==> src/hdl/dual_ring_uart_bridge_buffer_core_assert.svh <==
// Assertion macros for the dual ring UART bridge buffer core.
// Expects aclk and aresetn in the scope where they are used.
`ifndef DUAL_RING_UART_BRIDGE_BUFFER_CORE_ASSERT_SVH
`define DUAL_RING_UART_BRIDGE_BUFFER_CORE_ASSERT_SVH

// Same-cycle implication.
`define DRUB_ASSERT_IMP(lbl, ante, cons, msg) \
    lbl: assert property (@(posedge aclk) disable iff (!aresetn) (ante) |-> (cons)) \
        else $error(msg);

// Next-cycle implication.
`define DRUB_ASSERT_NXT(lbl, ante, cons, msg) \
    lbl: assert property (@(posedge aclk) disable iff (!aresetn) (ante) |=> (cons)) \
        else $error(msg);

`endif

==> src/hdl/drub_ram.sv <==
// Simple dual-port ring storage: one write port, one registered read port.
// No dependencies.
`default_nettype none

module drub_ram #(
    parameter int DEPTH = 256,
    parameter int WIDTH = 8
) (
    input  wire logic                     clk,
    input  wire logic                     wr_en,
    input  wire logic [$clog2(DEPTH)-1:0] wr_addr,
    input  wire logic [WIDTH-1:0]         wr_data,
    input  wire logic                     rd_en,
    input  wire logic [$clog2(DEPTH)-1:0] rd_addr,
    output logic      [WIDTH-1:0]         rd_data
);

    logic [WIDTH-1:0] mem [DEPTH];

    always_ff @(posedge clk) begin
        if (wr_en) begin
            mem[wr_addr] <= wr_data;
        end
    end

    always_ff @(posedge clk) begin
        if (rd_en) begin
            rd_data <= mem[rd_addr];
        end
    end

endmodule

`default_nettype wire

==> config.mk <==
export PLATFORM = sky130hd
export DESIGN_NAME = drub_ram
export DESIGN_NICKNAME = d
export VERILOG_FILES = /design/src/hdl/dual_ring_uart_bridge_buffer_core_assert.svh /design/src/hdl/drub_ram.sv
export SDC_FILE = /design/constraint.sdc
export NUM_CORES = 2
export LEC_CHECK = 0
export BUFFER_PORTS_ARGS = -buffer_cell sky130_fd_sc_hd__buf_2
export CAP_MARGIN = 40
export CORE_MARGIN = 5
export CORE_UTILIZATION = 45
export CTS_BUF_LIST = sky130_fd_sc_hd__clkbuf_2
export CTS_CLUSTER_DIAMETER = 80
export DETAILED_ROUTE_END_ITERATION = 12
export GPL_ROUTABILITY_DRIVEN = 0
export SYNTH_ARGS = -nofsm -noshare
export SYNTH_HDL_FRONTEND = slang
export SYNTH_SLANG_ARGS = --single-unit
export TNS_END_PERCENT = 100
==> constraint.sdc <==
create_clock -name clk -period 3 [get_ports clk]
set_input_delay 0.15 -clock clk [delete_from_list [all_inputs] [get_ports clk]]
set_output_delay 0.15 -clock clk [all_outputs]
set_load 0.01 [all_outputs]
-- Word level (Yosys, flattened, before mapping)
Memory sizes are Yosys's and may differ from the RTL's. A register that Yosys moved wholly into a read port is not among the register bits.
Cells that the tools add are included.
- memory bits (writable): 2048
- memories: 1
- register bits: 0
- output and inout port bits: 8
- logic and storage cells: 3
- mux-type cells: 2
- memories (name ; depth ; bits a word ; read ports ; clocked after Yosys merged registers in ; wr ports ; RTL line ; RTL):
    mem ; 256 ; 8 ; 1 ; 1 ; 1 ; drub_ram.sv:18 ; logic [WIDTH-1:0] mem [DEPTH];
- operator list (cell ; number):
    1-bit two-way mux ; 2

-- Depth between registers and ports, before layout
- depth after elaboration: 2
- gate-level depth with buffers: 11

-- Least setup slack after synthesis
OpenSTA, ideal clock, no wires.
- path type: input port to flip-flop
- from: input port rd_addr[0]
- to: register rd_data[2], read port of mem, data pin
- buffers on the path: 4
- stages: 9
- data arrival time: 1.957 ns
- data required time: 2.731 ns
- setup slack: 0.774 ns
- path through: buf_6 -> buf_12 -> buf_8 -> buf_2 -> mux4_2 -> a22oi_1 -> a21oi_1 -> nor4_1 -> nor4_2
- RTL lines (element ; RTL line ; RTL):
    start: declaration ; drub_ram.sv:14 ; input wire logic [$clog2(DEPTH)-1:0] rd_addr,
    end: declaration ; drub_ram.sv:15 ; output logic [WIDTH-1:0] rd_data

-- Final worst setup path
- from: input port wr_addr[4]
- to: memory mem[174][0] (enable)
- RTL lines (element ; RTL line ; RTL):
    start: declaration ; drub_ram.sv:11 ; input wire logic [$clog2(DEPTH)-1:0] wr_addr,
    end: declaration ; drub_ram.sv:18 ;
No word-level cell before the write port.

==> results.yml <==
die:
  die_h_um: 431
  coreArea_mm2: 0.176
  ioPinCount: 35
  rows: 154
  start_util_pct: 45.2
  die_x_um: 431
  die_area_mm2: 0.185
routing:
  dr.pass1.iters: 5
  finalWirelength_um: 210000
  vias: 42400
  antenna_left: 0
  drt_iter0_drc: 4574
  viasPerCell: 5.77
  avgRoutedWirePerCell_um: 28.6
  drc_errors: 0
timing:
  maxSlewViolCount: 0
  hold_viol_final: 0
  worst_hold_slack_ns: 0.0920
  setup-tns-final_ns: -0.174
  slew-limit-headroom_pct: 16.8
  fin_skew_ns: 0.170
  grt_setup_unrepaired: "no"
  fmax_ghz: 0.327
  period_needed_ns: 3.06
  period_share_pct: 102
  fin_ws_ns: -0.0581
  setup_viol: 6
  tightest_slew_ns: 1.25
global_route:
  grt_pass1_vias: 43700
  overflow: 0
  grt_pass1_wl_um: 302000
  grt_use_total_pct: 22.6
  grt_max_degree: 119
  antenna_found_initial: 15
synthesis:
  syn-instance-count: 3733
  avgSynthCellArea_um2: 21.3
  synth_area_leaders: "edfxtp_1, mux4_2, mux2i_1"
  ys_warn_count: 0
  synthesis.area_mm2: 0.0796
  yosys.area.top_type: "edfxtp_1"
  synth_top_area_share_pct: 77.5
  synth_nets: 3760
  synth_commonest_cells: "edfxtp_1, mux4_2, nor2_1, mux2i_1, a22oi_1"
  synth_seq_cells: 2056
  synth_most_common_cell: "edfxtp_1"
  synth_edf_count: 2056
  synth-seq-area-share_pct: 77.5
  netlist-cell-type-count: 54
  ys.flop_type: "edfxtp_1"
  synthArstFlopShare_pct: 0
clock_tree:
  clkTransAtPathRegs_ns: 0.09
  h-tree-depth: 6
  clock_sinks: 2056
  cts_tree: "done"
  cts_root_buf: "clkbuf_2"
  clock_path_buffers: 4
  insertion_delay_ns: 1.82
  cts_inserted_buffers: 537
critical_path:
  reg2reg_to: "rd_data[7]"
  endpoint: "mem[174][0]"
  worstSetupPathType: "in -> reg"
  critPathLaunch: "wr_addr[4]"
  rrSetupSlack_ns: 0.13
  crit_arrival_ns: 4.50
  required_ns: 4.44
  worstSetupEndpointType: "flip-flop"
  cp_max_fo: 10
  critical_path.startpoint_type: "primary input"
  r2r_cells: 7
  r2r-start: "mem[115][7]"
placement:
  hpwl_um: 131000
  port_buffers: 34
power_and_ir_drop:
  design_power_total_w: 0.0530
  swShare_pct: 24.5
  p_int_w: 0.0400
  cellLeakagePower_nw: 30.3
  clock_power_share_pct: 34.0
  p_seq_share_pct: 59.8
  p_per_area_mw_per_mm2: 579
  p_comb_share_pct: 6.2
  p_sw_w: 0.0130
  vdd_ir_drop_max_mv: 0.437
job:
  max-cap-violations: 0
outcome:
  violations: "setup timing"
  outcome: "complete, but fails checks"
cells_and_area:
  drive_gt1_share_pct: 36.6
  final_nets: 4725
  syn2layout_area_growth_pct: 15.0
  fillers: 14200
min_path:
  hold_path_class: "in -> reg"
worst min-delay path by stage:
stage,end,startpoint,cells past startpoint
after CTS,mem[155][3],wr_data[3],4
after global placement,rd_data[5],rd_en,1
after global routing,mem[155][3],wr_data[3],4
after detailed placement,rd_data[5],rd_en,1
after floorplan,mem[0][0],wr_data[0],0
final,mem[155][3],wr_data[3],4
critical path: stages:
cell and delay, ns:
dlygate4sd3_1 0.54, buf_2 0.15, dlygate4sd3_1 0.71, nor2b_1 0.17
dlygate4sd3_1 0.71, nand3_1 0.16, dlygate4sd3_1 0.79, buf_4 0.25
nor2_1 0.09, dlygate4sd3_1 0.56, buf_4 0.19
final cells by class:
class	count	area, um2	area share (%)
antenna	10	25.0	0.0273
clock buffer	747	3740	4.08
clock inverter	103	556	0.607
inverter	2	7.51	0.00820
multi-input combinational	1442	16500	18.1
sequential	2056	61700	67.4
tap	2340	2930	3.20
timing repair buffer	659	6030	6.58
power by group through the flow:
stage	Combinational (W)	Sequential (W)	Clock, W
2_1_floorplan	0.00154	0.0323	0
3_3_place_gp	0.00315	0.0323	0
3_5_place_dp	0.00319	0.0323	0
4_1_cts	0.00332	0.0317	0.0186
5_1_grt	0.00348	0.0317	0.0202
6_report	0.00331	0.0317	0.0180
through the flow:
step | std cells | instance area, um2 | setup slack (ns) | util (%)
2_1_floorplan | 3733 | 79600 | 0.774 | -
6_report | 7359 | 91600 | -0.0581 | 52.0
4_1_cts | 7348 | 91500 | 0.0209 | 52.0
5_1_grt | 7356 | 91600 | 0.00874 | 52.0
3_5_place_dp | 6406 | 86100 | -0.387 | 48.9
3_3_place_gp | 6401 | 86100 | -0.560 | 48.9
placed cells by master (no fill, tap or decap), types with 5 or more instances in the layout:
| master | synthesis | routed |
|---|---|---|
| diode_2 | 0 | 10 |
| bufinv_16 | 0 | 6 |
| edfxtp_1 | 2056 | 2056 |
| nand2_1 | 33 | 33 |
| clkbuf_2 | 0 | 747 |
| a21oi_1 | 96 | 96 |
| o22ai_1 | 28 | 28 |
| buf_4 | 27 | 476 |
| o22a_1 | 5 | 5 |
| nand3_1 | 34 | 28 |
| a22o_1 | 8 | 8 |
| nand3_2 | 0 | 6 |
| o211ai_1 | 10 | 10 |
| nor4_2 | 3 | 5 |
| and2_1 | 6 | 6 |
| buf_16 | 0 | 8 |
| mux4_2 | 454 | 454 |
| buf_2 | 31 | 25 |
| nand2b_1 | 8 | 8 |
| buf_8 | 13 | 9 |
| dlygate4sd3_1 | 0 | 82 |
| clkinv_2 | 0 | 5 |
| a211oi_1 | 16 | 16 |
| nor2b_1 | 31 | 28 |
| mux2i_1 | 134 | 134 |
| buf_12 | 8 | 55 |
| nor3_1 | 22 | 21 |
| o221ai_1 | 46 | 45 |
| inv_2 | 0 | 13 |
| clkinv_1 | 1 | 79 |
| a22oi_1 | 133 | 133 |
| nand4_1 | 10 | 10 |
| nor4_1 | 24 | 22 |
| a221oi_1 | 13 | 13 |
| nor2_1 | 282 | 278 |
| o21ai_0 | 10 | 10 |
state kept, by name, indices dropped and copies added, names as in the netlist:
| register | flops |
|---|---|
| mem | 2048 |
| rd_data | 8 |
routing by layer:
| layer | up-vias | routed length (um) | GRT usage (%) |
|---|---|---|---|
| met3 | 310 | 21000 | 7.02 |
| met4 | 4 | 5440 | 7.21 |
| met2 | 2136 | 100000 | 35.2 |
| li1 | 17900 | - | - |
| met5 | - | 31 | 0 |
| met1 | 22000 | 83400 | 30.8 |
kinds of logic after synthesis:
kind of cell    Yosys count  share of synthesized area, %
buf+inv                 235                          1.83
compound gates          385                          3.42
simple gates            466                          2.63
mux                     591                          14.6
flops                  2056                          77.5
timing repair:
item	CTS	global route
hold buffers	92	0
setup endpoints to repair	0	37
gates resized for setup	0	6
buffers inserted	0	0
hold endpoints to repair	4112	0
(Power assumes the default switching activity.)
